## config.mk

```make
export PLATFORM = sky130hd
export DESIGN_NAME = hbp_back
export DESIGN_NICKNAME = d
export VERILOG_FILES = /design/src/sv/hbp_pkg.sv /design/src/sv/hbp_back.sv
export SDC_FILE = /design/constraint.sdc
export NUM_CORES = 1
export LEC_CHECK = 0
export BUFFER_PORTS_ARGS = -buffer_cell sky130_fd_sc_hd__buf_2
export CAP_MARGIN = 20
export CORE_ASPECT_RATIO = 0.7
export CORE_UTILIZATION = 61
export CTS_BUF_LIST = sky130_fd_sc_hd__clkbuf_4 sky130_fd_sc_hd__clkbuf_8
export DETAILED_ROUTE_END_ITERATION = 16
export GPL_TIMING_DRIVEN = 0
export PLACE_DENSITY_LB_ADDON = 0.3
export SLEW_MARGIN = 20
export SYNTH_ARGS = -nofsm -noshare
export SYNTH_HDL_FRONTEND = slang
export SYNTH_SLANG_ARGS = --single-unit
```

## constraint.sdc

```tcl
create_clock -name clk -period 4.89 [get_ports clk]
set_input_delay 1.2225 -clock clk [delete_from_list [all_inputs] [get_ports clk]]
set_output_delay 1.2225 -clock clk [all_outputs]
set_load 0.02 [all_outputs]
```

## src/sv/hbp_pkg.sv

```systemverilog
`default_nettype none
package hbp_pkg;

  localparam int BYTE_BITS = 8;

  // input field widths
  localparam int KIND_W   = 2;
  localparam int SYMBOL_W = 8;
  localparam int CODE_W   = 30;
  localparam int LEN_W    = 5;

  // tdata layout of the slave side
  localparam int S_DATA_W = 48;

  localparam logic [KIND_W-1:0] KIND_LOAD   = 2'd0;
  localparam logic [KIND_W-1:0] KIND_ENCODE = 2'd1;
  localparam logic [KIND_W-1:0] KIND_FLUSH  = 2'd2;

endpackage
`default_nettype wire

```

## src/sv/hbp_back.sv

```systemverilog
`default_nettype none
module hbp_back #(
  parameter int MAX_CODE_LEN = 30
) (
  input  wire logic                                    clk,
  input  wire logic                                    rst,
  input  wire logic                                    q_valid,
  input  wire logic [MAX_CODE_LEN+$clog2(MAX_CODE_LEN+1):0] q_data,
  output logic                                         q_rd,
  output logic                                         out_valid,
  input  wire logic                                    out_ready,
  output logic      [hbp_pkg::BYTE_BITS-1:0]           out_byte,
  output logic                                         last_in_run,
  output logic                                         end_of_stream
);

  localparam int LW   = $clog2(MAX_CODE_LEN + 1);
  localparam int ACCW = MAX_CODE_LEN + hbp_pkg::BYTE_BITS;
  localparam int TW   = $clog2(ACCW + 1);
  localparam int BB   = hbp_pkg::BYTE_BITS;

  logic                    e_flush;
  logic [LW-1:0]           e_len;
  logic [MAX_CODE_LEN-1:0] e_code;

  // pending bits sit at the top of acc, everything below them is zero
  logic [ACCW-1:0] acc;
  logic [TW-1:0]   total;
  logic            busy;

  logic            slot_free;
  logic            emit;
  logic            pop_flush;
  logic            pop_code;
  logic [TW-1:0]   total_add;
  logic [TW-1:0]   shamt;
  logic [ACCW-1:0] acc_add;
  logic            final_byte;

  assign {e_flush, e_len, e_code} = q_data;

  assign slot_free  = !out_valid || out_ready;
  assign emit       = busy && slot_free;
  assign q_rd       = !busy && q_valid && (!e_flush || slot_free);
  assign pop_flush  = q_rd && e_flush;
  assign pop_code   = q_rd && !e_flush;
  assign final_byte = (total < TW'(2 * BB));

  assign total_add = total + TW'(e_len);
  assign shamt     = TW'(ACCW) - total_add;
  assign acc_add   = acc | ({{BB{1'b0}}, e_code} << shamt);

  always_ff @(posedge clk) begin
    if (rst) begin
      acc       <= '0;
      total     <= '0;
      busy      <= 1'b0;
      out_valid <= 1'b0;
    end else if (emit) begin
      out_valid <= 1'b1;
      acc       <= acc << BB;
      total     <= total - TW'(BB);
      busy      <= !final_byte;
    end else if (pop_flush) begin
      out_valid <= 1'b1;
      acc       <= '0;
      total     <= '0;
    end else begin
      if (pop_code) begin
        acc   <= acc_add;
        total <= total_add;
        busy  <= (total_add >= TW'(BB));
      end
      if (out_ready) begin
        out_valid <= 1'b0;
      end
    end
  end

  always_ff @(posedge clk) begin
    if (emit || pop_flush) begin
      out_byte      <= acc[ACCW-1 -: BB];
      last_in_run   <= pop_flush || final_byte;
      end_of_stream <= pop_flush;
    end
  end

endmodule
`default_nettype wire

```

Word-level counts from Yosys, hierarchy flattened --
Index checks and enable logic that the tools add are counted.
Storage, ports and cells: register bits after elaboration 56, latch bits 0, bits in writable memories 0, bits in read-only memories 0, output and inout port bits 12, memories kept 0
Cells by class: add/sub/neg operators 3, multipliers 0, div/mod/pow operators 0, magnitude comparators 2, eq/ne operators 1, shift operators 1, mux-type cells 12, bitwise logic cells 1, reductions and logical operators 18
Operators with widths (count):
- $mux W38 | 3
- $or A38 B38 Y38 | 1
- $shl A30 B6 Y38 | 1
- $mux W6 | 3
- $add A6 B5 Y6 | 1
- $ge A6 B4 Y1 const B | 1
- $lt A6 B5 Y1 const B | 1
- $mux W1 | 6
- $reduce_bool A3 Y1 | 2
- $sub A6 B4 Y6 const B | 1
- $sub A6 B6 Y6 const A | 1
- $logic_and A1 B1 Y1 | 5
- $logic_not A1 Y1 | 4
- $logic_or A1 B1 Y1 | 4
- $reduce_or A3 Y1 | 1
- $ne A2 B2 Y1 const B | 1
- $reduce_and A2 Y1 | 1
- $reduce_bool A2 Y1 | 1

Depth between registers and ports, before layout --
depth after elaboration 8, depth in mapped cells 12

Worst setup path after synthesis --
Ideal clock, no wire load.
path kind input-to-reg, start input port q_data[30], end register acc[32], arrival time 4.058 ns, data required time 4.763 ns, slack 0.705 ns, stages 11, cells stage by stage ha_1 > fa_1 > ha_1 > clkbuf_1 > buf_1 > mux4_2 > mux2i_1 > mux2i_1 > mux2_2 > a222oi_1 > o21ai_1
Between the ends: longest elaborated chain between the ends 7
Ends and longest elaborated chain:
- from (decl) | RTL line hbp_back.sv:8 | input wire logic [MAX_CODE_LEN+$clog2(MAX_CODE_LEN+1):0] q_data,
- $add A6 B5 Y6 | RTL line hbp_back.sv:49 | assign total_add = total + TW'(e_len);
- $sub A6 B6 Y6 | RTL line hbp_back.sv:50 | assign shamt = TW'(ACCW) - total_add;
- $shl A30 B6 Y38 | RTL line hbp_back.sv:51 | assign acc_add = acc | ({{BB{1'b0}}, e_code} << shamt);
- $or A38 B38 Y38 | RTL line hbp_back.sv:51
- $mux W38 | RTL line hbp_back.sv:69 | if (pop_code) begin
- $mux W38 | RTL line hbp_back.sv:64 | end else if (pop_flush) begin
- $mux W38 | RTL line hbp_back.sv:59 | end else if (emit) begin
- to (signal assigned) | RTL line hbp_back.sv:61 | acc <= acc << BB;
- to (decl) | RTL line hbp_back.sv:27 | logic [ACCW-1:0] acc;
No other way between the ends. The select of a mux whose other input is x is not followed. A chain may end at the register's enable or synchronous reset.

Worst setup path in the final report --
Ends and elaborated chain as after synthesis.

==> impl_metrics.py <==
metrics = {
    "grt": {
        "antenna_found_initial": 0,
        "gr-usage-met1": 0.4890,
        "grt_pass1_vias": 4137,
        "grt_pass1_wl_um": 20410,
        "grt_busiest_layer": "met2",
        "grt_overflow": 0,
        "track_usage": 0.3570,
        "grt_start_max_net_pins": 18,
        "use_met3": 0.1034,
        "gr-usage-met2": 0.5578,
    },
    "die": {
        "ioPinCount": 52,
        "initial_utilization": 0.6382,
        "core_um2": 6819,
        "fp.dieW_um": 103.0,
        "die_y_um": 72.67,
        "num_rows": 25,
        "die_area_um2": 7481,
    },
    "clock_network": {
        "clkTransAtPathRegs_ns": 0.10,
        "cts_tree": "yes",
        "cts_buffers": 5,
        "cts.sinks": 56,
        "postCtsHoldBufs": 0,
        "cts_resized": 0,
        "root_buffer": "clkbuf_8",
        "clkLatencyLatePin_ns": 0.32,
        "cts.path.max_buffers": 2,
        "post-cts-setup-buffer-count": 0,
        "htree_levels": 2,
    },
    "min_path": {
        "hold_depth": 0,
        "hp-class": "flip-flop to flip-flop",
        "hp-start": "acc[31]$_SDFFE_PP0P_",
        "hold-path-endpoint": "out_byte[1]$_DFFE_PP_",
    },
    "logic_synthesis": {
        "synth_cell_types": 58,
        "avgSynthCellArea_um2": 9.161,
        "synthArstFlopShare": 0,
        "syn-cell-area_um2": 4352,
        "yosysWarningCount": 0,
        "synth_cells": 475,
        "synth-edff-count": 10,
        "postSynth.topFlopCell": "dfxtp_1",
        "syn_nets": 523,
        "yosysSeqAreaShare": 0.2806,
        "ys_ff_latch": 56,
    },
    "timing": {
        "setup_viol": 0,
        "slew_headroom": 0.4521,
        "max_freq_mhz": 224.5,
        "post-route-period-util": 0.9107,
        "rsz0062_at_grt": "false",
        "report.final.slew_viol_count": 0,
        "final_hold_viol_count": 0,
        "finClkSkew_ns": 0.01858,
        "worst_slack_ns": 0.4366,
        "fin_crit_ns": 4.453,
        "finalSetupTns_ns": 0,
        "whs_ns": 0.4509,
        "worst_pin_slew_ns": 0.8159,
    },
    "critical_path": {
        "reg2regPathDepth": 11,
        "r2r_slack_ns": 1.13,
        "worstSetupPathType": "input port to flip-flop",
        "path_cells": "buf_2, ha_1, fa_1, ha_1, clkbuf_1, buf_1, mux4_2, mux2i_1, mux2i_1, mux2_2, a222oi_1, o21ai_1",
        "worst_ep_arrival_time_ns": 4.65,
        "endpoint_kind": "flip-flop",
        "cp_slowest_stage_delay_ns": 0.53,
        "start_kind": "input port",
        "required_ns": 5.09,
        "r2r-end": "acc[32]$_SDFFE_PP0P_",
        "crit_fanout": 10,
        "crit_path_top_delay_cell": "fa_1",
        "reg2reg_from": "total[0]$_SDFFE_PP0P_",
    },
    "route": {
        "route.detailed.drc": 0,
        "totalWireLength_um": 12680,
        "ant_nets": 0,
        "via_count": 4330,
        "dr.pass1.iters": 8,
        "via_per_inst": 6.895,
        "drtIter0Drc": 417,
        "post_drt_wl_per_cell_um": 20.19,
    },
    "place": {
        "routabilityCongestion": 0.9937,
        "port_buffers": 51,
        "place_ws_ns": 0.1217,
        "dp_hpwl_um": 9822,
        "placed_cell_area_um2": 4725,
    },
    "cells_and_area": {
        "finish.instance_area_um2": 4817,
        "drive_above_1_share": 0.2378,
        "fillers": 561,
        "most-common-layout-cells": "buf_2, nand2_1, dfxtp_1, mux2i_1, nor2_1",
        "mostFrequentLayoutCell": "buf_2",
        "multi_input_area_um2": 2912,
        "seqCellArea_um2": 1221,
        "finish.utilization": 0.7064,
        "areaGrowthSynthToFinish_pct": 10.70,
        "fin_nets": 581,
        "antenna_cells": 0,
    },
    "run_status": {
        "status": "finished, final reports clean",
    },
    "pwr": {
        "worst_ir_drop_vdd_mv": 0.2205,
        "cellLeakagePower_nw": 1.867,
        "cellPowerDensity_nw_per_um2": 383.5,
    },
    "job": {
        "maxCapViolCount": 0,
    },
}
## metrics by stage
step                      instances  total power [mW]
after CTS                       628             1.814
after global routing            628             1.941
final                           628             1.847
after global placement          620             1.524
after detailed placement        620             1.552
after floorplan                 475             1.295
## worst max-delay path by stage
stage,from,to,slack [ns]
detailed placement,q_data[30],acc[32]$_SDFFE_PP0P_,0.12
finish,q_data[30],acc[32]$_SDFFE_PP0P_,0.44
CTS,q_data[30],acc[32]$_SDFFE_PP0P_,0.46
floorplan,q_data[30],acc[32]$_SDFFE_PP0P_,0.70
global placement,q_data[30],acc[32]$_SDFFE_PP0P_,0.21
global route,q_data[30],acc[32]$_SDFFE_PP0P_,0.26
## final cells by class
class / instances / area share
clock buffers: 6 / 0.01584
well taps: 94 / 0.02442
inverters: 8 / 0.006234
clock inverters: 2 / 0.003377
repair buffers: 51 / 0.05299
flip-flops and latches: 56 / 0.2535
plain buffers: 38 / 0.03922
multi-input cells: 373 / 0.6044
## flip-flops by register name (all words and copies together), names as in the netlist
| register | cells |
|---|---|
| out_valid | 1 |
| total | 6 |
| acc | 38 |
| end_of_stream | 1 |
| last_in_run | 1 |
| busy | 1 |
| out_byte | 8 |
## power breakdown
part,switching (mW),internal (mW),total (mW)
Clock,0.160,0.108,0.268
Combinational,0.635,0.401,1.04
Sequential,0.0277,0.515,0.543
Total,0.822,1.02,1.85
## layer usage
| layer | routed length, um | up-vias |
|---|---|---|
| met2 | 5756 | 279 |
| li1 | - | 1959 |
| met3 | 1418 | 31 |
| met1 | 5317 | 2061 |
| met4 | 188 | 0 |
| met5 | 0 | - |
## cells by family after synthesis
group / Yosys count / share of synthesized area
buffers and inverters: 46 / 0.05032
xor gates and xnor gates: 9 / 0.03048
and+or+nand+nor: 132 / 0.1400
adders and majority gates: 8 / 0.02473
muxes: 70 / 0.2243
DFF: 56 / 0.2806
AOI/OAI and AO/OA: 154 / 0.2496
## cells in the mapped netlist, types with 9 or more instances
master / number / area, um^2
clkbuf_1: 16 / 60.06
nor2_1: 33 / 123.9
a21oi_1: 28 / 140.1
dfxtp_1: 46 / 920.9
a211oi_1: 9 / 67.56
o21ai_0: 16 / 80.08
buf_2: 10 / 50.05
mux4_2: 21 / 473.0
a22o_1: 9 / 78.83
mux2i_1: 39 / 390.4
a22oi_1: 24 / 180.2
nand2_1: 48 / 180.2
mux2_2: 10 / 112.6
nor3_1: 10 / 50.05
edfxtp_1: 10 / 300.3
o22ai_1: 17 / 106.4
a221oi_1: 18 / 157.7
## worst max-delay path, delay by kind of cell
kind	cells	cell delay, ns
fa+ha+maj	3	1.08
compound gates	2	0.40
mux	4	1.06
buf+inv	3	0.88
(Power assumes the default switching activity.)
