### config.mk
export PLATFORM = sky130hd
export DESIGN_NAME = hbp_queue
export DESIGN_NICKNAME = d
export VERILOG_FILES = /design/src/sv/hbp_queue.sv
export SDC_FILE = /design/constraint.sdc
export NUM_CORES = 1
export LEC_CHECK = 0
export BUFFER_PORTS_ARGS = -buffer_cell sky130_fd_sc_hd__buf_2
export CAP_MARGIN = 30
export CORE_MARGIN = 2
export CORE_UTILIZATION = 36
export CTS_CLUSTER_DIAMETER = 50
export DETAILED_ROUTE_END_ITERATION = 10
export PLACE_DENSITY = 0.72
export SYNTH_ARGS = -nofsm -noshare
export SYNTH_HDL_FRONTEND = slang
export SYNTH_SLANG_ARGS = --single-unit
### constraint.sdc
create_clock -name clk -period 1.35 [get_ports clk]
set_input_delay 0.3375 -clock clk [delete_from_list [all_inputs] [get_ports clk]]
set_output_delay 0.3375 -clock clk [all_outputs]
set_load 0.02 [all_outputs]
### src/sv/hbp_queue.sv
`default_nettype none
module hbp_queue #(
  parameter int WIDTH = 8,
  parameter int DEPTH = 2
) (
  input  wire logic             clk,
  input  wire logic             rst,
  input  wire logic             wr_en,
  input  wire logic [WIDTH-1:0] wr_data,
  output logic                  wr_ready,
  input  wire logic             rd_en,
  output logic                  rd_valid,
  output logic      [WIDTH-1:0] rd_data
);

  localparam int PW = $clog2(DEPTH);
  localparam int CW = $clog2(DEPTH + 1);

  logic [WIDTH-1:0] slots [DEPTH];
  logic [PW-1:0]    wr_ptr;
  logic [PW-1:0]    rd_ptr;
  logic [CW-1:0]    count;
  logic             do_wr;
  logic             do_rd;

  assign wr_ready = (count != CW'(DEPTH));
  assign rd_valid = (count != '0);
  assign rd_data  = slots[rd_ptr];
  assign do_wr    = wr_en && wr_ready;
  assign do_rd    = rd_en && rd_valid;

  always_ff @(posedge clk) begin
    if (rst) begin
      wr_ptr <= '0;
      rd_ptr <= '0;
      count  <= '0;
    end else begin
      if (do_wr) begin
        wr_ptr <= (wr_ptr == PW'(DEPTH - 1)) ? '0 : wr_ptr + 1'b1;
      end
      if (do_rd) begin
        rd_ptr <= (rd_ptr == PW'(DEPTH - 1)) ? '0 : rd_ptr + 1'b1;
      end
      if (do_wr && !do_rd) begin
        count <= count + 1'b1;
      end else if (do_rd && !do_wr) begin
        count <= count - 1'b1;
      end
    end
  end

  always_ff @(posedge clk) begin
    if (do_wr) begin
      slots[wr_ptr] <= wr_data;
    end
  end

endmodule
`default_nettype wire

After elaboration in Yosys (flattened, before gate mapping) --
Memories as Yosys holds them, arrays and structs flattened. A register that Yosys moved wholly into a read port is not among the register bits. Cells that the tools add are included.
Word-level totals: input bits 12, memories kept 1, flip-flop bits (word level) 4, output and inout bits 10, RAM bits 16, logic and storage cells 25
Memories:
- slots | depth 2, bits a word 8, read ports 1, clocked after memory_dff 1, write ports 1, line 19 | logic [WIDTH-1:0] slots [DEPTH];
Cells by class: reductions and logical operators 8, muxes and demuxes 8, add/subtract/negate cells 4, eq/ne operators 1
Operators with widths (count):
- $mux W1 | 6
- $logic_and A1 B1 Y1 | 4
- $mux W2 | 2
- $reduce_bool A2 Y1 | 2
- $add A1 B1 Y1 const B | 2
- $add A2 B1 Y2 const B | 1
- $logic_not A1 Y1 | 2
- $ne A2 B2 Y1 const B | 1
- $sub A2 B1 Y2 const B | 1

Longest topological paths before layout --
Gate-level depths: netlist (run 1).
depth after elaboration 6, depth in mapped cells 6, gate-level depth less buffers 6

Worst setup path after synthesis (run 1) --
OpenSTA, ideal clock, no wires.
path type register to register, start point register count[0], end point register count[1], stages on the path, launching flop included 6, setup slack -0.174 ns, buffers on the path 0, setup time 0.070 ns, arrival 1.454 ns, clock period less this slack 1.524 ns, required time 1.280 ns, cell sequence dfxtp_1 -> nand2b_4 -> and2_1 -> ha_1 -> or3_1 -> a21oi_1
Between the ends: cells in the longest elaborated chain, start to end 5, elaborated cells on any way between the ends 13, classes of those cells add/sub: 2; eq/ne: 1; mux: 2; reduce/logical: 8
RTL lines:
- start: declaration | line 22 | logic [CW-1:0] count;
- start signal: assignment | line 45 | count <= count + 1'b1;
- start signal: assignment | line 47 | count <= count - 1'b1;
- $ne A2 B2 Y1 * | line 26 | assign wr_ready = (count != CW'(DEPTH));
- named net wr_ready | line 10 | output logic wr_ready,
- $logic_and A1 B1 Y1 * | line 29 | assign do_wr = wr_en && wr_ready;
- $logic_not A1 Y1 | line 46 | end else if (do_rd && !do_wr) begin
- $logic_and A1 B1 Y1 | line 46
- $reduce_bool A2 Y1 (no line)
The timed path passes the listed nets; every way through them passes the cells marked *. The select of a mux whose other input is x is not followed. A chain may end at the register's enable or synchronous reset.

==> reports/results.tsv, run 1 <==
metric	value	unit
fmax	0.641	GHz
synth_top_cells_by_area	edfxtp_1, dfxtp_1, mux2_2	
powerDensity	1900	nW/um^2
antenna_found_initial	0	
synth_flop_cell	edfxtp_1	
grt_pass1_wl	2.10	mm
holdBufCountCts	0	
nFillCells	191	
dr.pass1.iters	3	
num_vias	496	
violations	setup timing	
min-delay-start	wr_data[6]	
clock-root-buffer	clkbuf_4	
cp_data_arrival_time	1.22	ns
start_util	0.371	
ys_async_sr_fraction	0	
cts_sinks	21	
worstReg2RegEnd	count[1]	
fin_hold_ws	0.218	ns
cp_num_buf_inv	2	
rows	17	
antennaDiodeCount	0	
cp_top_family	flip-flops	
path_clk_slew	0.12	ns
ys_seq_area_frac	0.720	
reg2regPathDepth	6	
required	1.01	ns
dp_slack	-0.0998	ns
r2r_start	count[0]	
avgSynthCellArea	16.4	um^2
finalClockSkew	0.00405	ns
hold_path_class	in -> reg	
holdPathStages	1	
slowest_delay	0.36	ns
synth-seq-cells	21	
rsz0062_at_grt	yes	
hold-path-endpoint	slots[0][6]	
synth_largest_area_cell	edfxtp_1	
die_w	51.3	um
synth_edf_count	16	
syn-cell-area	806	um^2
grt_max_degree	13	
synth_cells	49	
dp_hpwl	941	um
cp_slowest_cell	dfxtp_2	
rrSetupSlack	-0.11	ns
end_kind	output pin	
vias_per_cell	4.51	
fp.dieH	51.3	um
setup-violations-final	11	
ios	22	
tightestPinTransition	0.220	ns
wl_per_cell	12.1	um
leakage	0.490	nW
port_buffers	21	
crit_fanout	8	
nets	96	
cts_tree	done	
overflow	0	
first_iter_violations	10	
grt_usage	0.112	
fin_ws	-0.211	ns
finalHoldViolations	0	
power.total	2.28	mW
ant_nets	0	
grt_pass1_vias	517	
status	complete, but fails checks	
path_class	reg -> out	
syn_to_final_growth	49.1	%
cts_buffer_depth	2	
irDropWorstVdd	0.991	mV
worstPathCellList	buf_12 -> mux2_4 -> buf_6	
slew_viol_final	0	
synth_nets	62	
cts_max_level	1	
drive_gt1_frac	0.659	
fp.coreArea	2170	um^2
synth_top_area_share	0.596	
fp.dieArea	2630	um^2
gp_congestion	0.742	
drc	0	
wl	1.33	mm
fin_crit	1.56	ns
cts_buffers	3	
yosysWarnings	0	
drv_cap	0	
netlist-cell-type-count	17	
start_kind	flip-flop	
max-slew-margin-rel	0.852	
post-route-period-util	1.16	
worstSkewPairLatency	0.30	ns
what timing repair did:
action | in CTS | in global routing
setup buffers | 1 | 0
endpoints found under the setup margin | 11 | 27
pin swaps | 1 | 0
resized for setup | 37 | 2
layout make-up:
cell class | instances | area [um^2] | area share
clock buffer | 3 | 22.5 | 0.0188
clock inverter | 1 | 5.00 | 0.00417
inverter | 1 | 3.75 | 0.00313
multi-input combinational | 26 | 277 | 0.230
sequential | 21 | 587 | 0.489
tap | 28 | 35.0 | 0.0292
timing repair buffer | 30 | 272 | 0.226
cells in the final DEF (no fill, tap or decap), drive strengths merged:
cell    instances
a21bo           1
a21oi           2
and2            1
and3            1
buf            30
clkbuf          3
clkinv          1
dfxtp           5
edfxtp         16
ha              1
inv             1
mux2            8
nand2b          1
nand3b          1
nor2            3
o21ai           2
or2             1
or3             1
xor2            3
worst max path at each step:
| stage | start | endpoint | slack [ns] | cells past startpoint |
|---|---|---|---|---|
| after global placement | rd_en | count[1] | -0.02 | 5 |
| after detailed placement | count[1] | count[1] | -0.1 | 4 |
| after global routing | flip-flop | rd_data[2] | -0.26 | 3 |
| final | flip-flop | rd_data[2] | -0.21 | 3 |
| after CTS | flip-flop | rd_data[3] | -0.22 | 3 |
| after floorplan | count[0] | count[1] | -0.05 | 6 |
logic make-up after synthesis:
kind of cell / synth area share
AND/OR/NAND/NOR: 0.0714
XOR/XNOR: 0.0326
buffers and inverters: 0.0109
flip-flops: 0.721
adder cells (fa/ha/maj): 0.0155
multiplexers: 0.112
AO/OA/AOI/OAI: 0.0373
power breakdown:
part	switching [mW]	internal [mW]
clock	0.184	0.110
combinational	0.450	0.640
sequential	0.0672	0.833
total	0.701	1.58
state kept, by name, summed over array words and instances (netlist names), named ones only:
register	cells
slots	16
count	2
rd_ptr	1
wr_ptr	1
through the flow:
stage / TNS [ns] / cell area [um^2] / cells / util
floorplan: -0.0473 / 822 / 49 / -
finish: -1.95 / 1200 / 110 / 0.554
global route: -2.45 / 1200 / 110 / 0.554
CTS: -2.08 / 1200 / 110 / 0.551
global placement: -0.0201 / 1040 / 105 / 0.480
detailed placement: -0.0998 / 1040 / 105 / 0.480
worst reg2reg max path, delay by kind of cell (launching register included):
| kind | cells | cell delay, ns |
|---|---|---|
| simple gates | 3 | 0.60 |
| flops | 1 | 0.38 |
| fa+ha+maj | 1 | 0.15 |
| xor+xnor | 1 | 0.14 |
| compound gates | 1 | 0.13 |
cell usage after synthesis (2+ instances only):
library cell and instances:
edfxtp_1 16, mux2_2 8, dfxtp_1 5, nor2_1 3
xor2_1 3, a21oi_1 2, o21ai_0 2
routing by layer:
metal  track usage  share of wire  vias up
met2         0.197           0.48       18
met4        0.0526              0        0
met1         0.121           0.44      232
met5             0              0        -
li1              -              -      246
met3        0.0380          0.072        0
Power figures use the tool's default switching activity.
==> run 2, diff against run 1 <==
Settings changed: CORE_ASPECT_RATIO from default to 0.75.
==> reports/results.tsv, run 2 (synthesized netlist as in run 1, its figures left out) <==
metric	value	unit
hold_path_class	in -> reg	
cts_max_level	1	
dp_hpwl	1.03	mm
final_common_cell	buf_6	
reg_top3	slots x16, count x2	
fin_ws	-0.221	ns
start_kind	flip-flop	
antennaDiodeCount	0	
nets	99	
path_clk_slew	0.11	ns
wl_per_cell	14.3	um
num_vias	505	
fmax	0.637	GHz
port_buffers	21	
post_dp_cell_area	1020	um^2
dr.pass1.iters	7	
ios	22	
overflow	0	
post-route-cell-area	1230	um^2
grt_max_degree	12	
worstPathCellList	buf_6 -> mux2_4 -> buf_6	
cts_sinks	21	
violations	DRC, setup timing	
holdBufCountCts	0	
final_cell_mix	buf_6, edfxtp_1, buf_2	
grt_pass1_wl	2.39	mm
drive_gt1_frac	0.659	
grt_usage	0.129	
largest_reg_flops	16	
setup_tns	-2.05	ns
fp.coreArea	2070	um^2
slowest_delay	0.38	ns
end_kind	output pin	
irDropWorstVdd	0.947	mV
sequentialPowerShare	0.375	
p_comb_frac	0.503	
start_util	0.390	
grt_pass1_vias	555	
critical_path.most_common_cell	buf_6	
max-slew-margin-rel	0.843	
first_iter_violations	22	
crit_fanout	4	
clock-root-buffer	clkbuf_4	
ant_nets	0	
rows	14	
nFillCells	168	
cts_buffer_depth	2	
syn_to_final_growth	52.5	%
postLayoutCoreUtil	0.594	
fp.dieArea	2640	um^2
slew_viol_final	0	
vias_per_cell	4.63	
fin_crit	1.57	ns
cts_buffers	3	
path_class	reg -> out	
r2r_start	count[0]	
worstSkewPairLatency	0.30	ns
cp_data_arrival_time	1.23	ns
cp_slowest_cell	dfxtp_4	
required	1.01	ns
antenna_found_initial	0	
powerDensity	1950	nW/um^2
drc	1	
leakage	0.505	nW
die_w	58.6	um
top_register	slots	
drv_cap	0	
wl	1.56	mm
fp.dieH	45.0	um
swShare	0.310	
finalHoldViolations	0	
finalClockSkew	0.00639	ns
power_switching	0.744	mW
gp_congestion	0.781	
p_clk_frac	0.121	
status	complete, but fails checks	
tightestPinTransition	0.235	ns
post-route-period-util	1.16	
min-delay-start	wr_data[0]	
setup-violations-final	12	
rsz0062_at_grt	yes	
p_int	1.66	mW
cts_tree	done	
## run 2: changes by cell type in the layout (fill, tap and decap cells not counted), sizes merged
cell    before  now
clkbuf       3    4
clkinv       1    0
buf         30   33
## run 2: area by class of cell
type,instances,area [um^2],share of cell area
Clock buffer,4,26.3,0.0214
Multi-Input combinational cell,26,288,0.234
Sequential cell,21,586,0.477
Timing Repair Buffer,33,295,0.240
Tap cell,24,30.0,0.0244
Inverter,1,3.75,0.00305
## run 2: path summary, 6_finish.rpt
path	cells after the start	endpoint	slack, ns
hold / removal	1	slots[0][0]	0.22
setup reg to reg	7	count[1]	-0.17
hold reg to reg	2	rd_ptr	0.53
setup / recovery	3	rd_data[5]	-0.22
## run 2: stage by stage
step	total power [mW]	instances	worst slack, ns	hold slack, ns
4_1_cts	2.31	109	-0.247	0.207
6_report	2.40	109	-0.221	0.221
2_1_floorplan	1.38	49	-0.0473	0.402
3_5_place_dp	1.69	102	-0.0798	0.498
5_1_grt	2.56	109	-0.286	0.193
3_3_place_gp	1.66	102	-0.0325	0.487
## run 2: what timing repair did
action,CTS,global route
setup endpoints to repair,11,20
gates cloned,0,0
pin swaps,2,1
resized for setup,36,11
buffers inserted,3,1
## run 2: power groups by stage
stage | clock network, mW | registers, mW | logic [mW]
2_1_floorplan | 0 | 0.882 | 0.502
3_3_place_gp | 0 | 0.887 | 0.778
3_5_place_dp | 0 | 0.897 | 0.798
4_1_cts | 0.311 | 0.890 | 1.11
5_1_grt | 0.347 | 0.913 | 1.30
6_report | 0.291 | 0.901 | 1.21
## run 2: per-layer routing
metal	wire [um]	track usage	up-vias
met2	797	0.227	14
met3	81	0.0716	0
met5	0	0	-
li1	-	-	251
met1	676	0.132	240
met4	0	0.0409	0
## run 2: worst max-delay path: cells and delay by family (launching register included)
kind / cells / cell delay, ns
flops: 1 / 0.38
buf+inv: 2 / 0.25
mux: 1 / 0.30
==> run 3, diff against run 2 <==
Settings changed: CTS_BUF_LIST from default to sky130_fd_sc_hd__clkbuf_16.
==> reports/results.tsv, run 3 (synthesized netlist as in run 1, its figures left out) <==
metric	value	unit
gp_congestion	0.781	
top_register	slots	
dp_hpwl	1.03	mm
syn_to_final_growth	54.7	%
tightestPinTransition	0.192	ns
clock-root-buffer	clkbuf_16	
holdBufCountCts	0	
grt_pass1_vias	523	
slew_viol_final	0	
cts_max_level	1	
fin_crit	1.51	ns
drive_gt1_frac	0.651	
ant_nets	0	
overflow	0	
largest_reg_flops	16	
die_w	58.6	um
cts_tree	done	
powerDensity	2110	nW/um^2
worstPathCellList	buf_6 -> mux2_4 -> buf_6	
final_cell_mix	edfxtp_1, buf_6, buf_2	
cts_sinks	21	
post-route-period-util	1.12	
ios	22	
final_common_cell	edfxtp_1	
start_kind	flip-flop	
rsz0062_at_grt	yes	
power.total	2.63	mW
path_class	reg -> out	
antennaDiodeCount	0	
irDropWorstVdd	0.909	mV
num_vias	489	
status	complete, but fails checks	
setup-violations-final	10	
wl	1.49	mm
fp.dieArea	2640	um^2
grt_max_degree	12	
grt_pass1_wl	2.32	mm
violations	DRC, setup timing	
nFillCells	165	
fmax	0.664	GHz
first_iter_violations	30	
crit_fanout	4	
end_kind	output pin	
grt_usage	0.124	
fp.coreArea	2070	um^2
reg_top3	slots x16, count x2	
hold_path_class	in -> reg	
worstSkewPairLatency	0.25	ns
fp.dieH	45.0	um
cts_buffer_depth	2	
dr.pass1.iters	7	
port_buffers	21	
path_clk_slew	0.05	ns
slowest_delay	0.36	ns
fin_ws	-0.157	ns
nets	97	
vias_per_cell	4.57	
max-slew-margin-rel	0.872	
wl_per_cell	13.9	um
cts_buffers	3	
rows	14	
drc	1	
start_util	0.390	
critical_path.most_common_cell	buf_6	
post-route-cell-area	1250	um^2
finalHoldViolations	0	
post_dp_cell_area	1020	um^2
antenna_found_initial	0	
required	1.01	ns
cp_slowest_cell	dfxtp_4	
finalClockSkew	0.00128	ns
cp_data_arrival_time	1.17	ns
leakage	0.519	nW
drv_cap	0	
[run 3: power breakdown]
group,internal [mW],leakage [nW],switching (mW)
combinational,0.647,0.285,0.467
clock,0.394,0.0423,0.207
sequential,0.840,0.192,0.0762
total,1.88,0.519,0.750
[run 3: final timing paths]
path / endpoint / from / cells past startpoint / slack [ns]
setup / recovery: rd_data[0] / flip-flop / 3 / -0.16
hold / removal: slots[0][0] / wr_data[0] / 1 / 0.28
setup reg to reg: count[1] / count[0] / 6 / -0.07
hold reg to reg: flip-flop / rd_ptr / 2 / 0.50
[run 3: layer usage]
metal,up-vias,wire length [um],global-route usage
li1,247,-,-
met1,224,659,0.132
met2,16,723,0.227
met3,2,91,0.0602
met4,0,10,0.0273
met5,-,0,0
[run 3: stage by stage]
stage / hold WS [ns] / setup TNS, ns / cells / util / worst slack [ns]
3_3_place_gp: 0.487 / -0.0325 / 102 / 0.493 / -0.0325
5_1_grt: 0.270 / -1.58 / 107 / 0.603 / -0.192
2_1_floorplan: 0.402 / -0.0473 / 49 / - / -0.0473
3_5_place_dp: 0.498 / -0.0798 / 102 / 0.493 / -0.0798
6_report: 0.276 / -1.25 / 107 / 0.603 / -0.157
4_1_cts: 0.272 / -1.36 / 107 / 0.581 / -0.171
[run 3: timing repair]
item / in CTS / in global routing
endpoints found under the setup margin: 11 / 12
buffers inserted: 1 / 0
pin swaps: 1 / 1
resized for setup: 31 / 11
[run 3: critical path, delay by kind of cell (launching register included)]
kind / cells / cell delay [ns]
flip-flops: 1 / 0.36
multiplexers: 1 / 0.30
buffers and inverters: 2 / 0.25
[run 3: cell type report]
class                      count  area (um^2)  area share
inverter                       1         3.75     0.00301
timing repair buffer          31          262       0.210
multi-input combinational     26          283       0.227
clock buffer                   3         75.1      0.0602
tap                           24         30.0      0.0241
clock inverter                 1         3.75     0.00301
sequential                    21          589       0.473
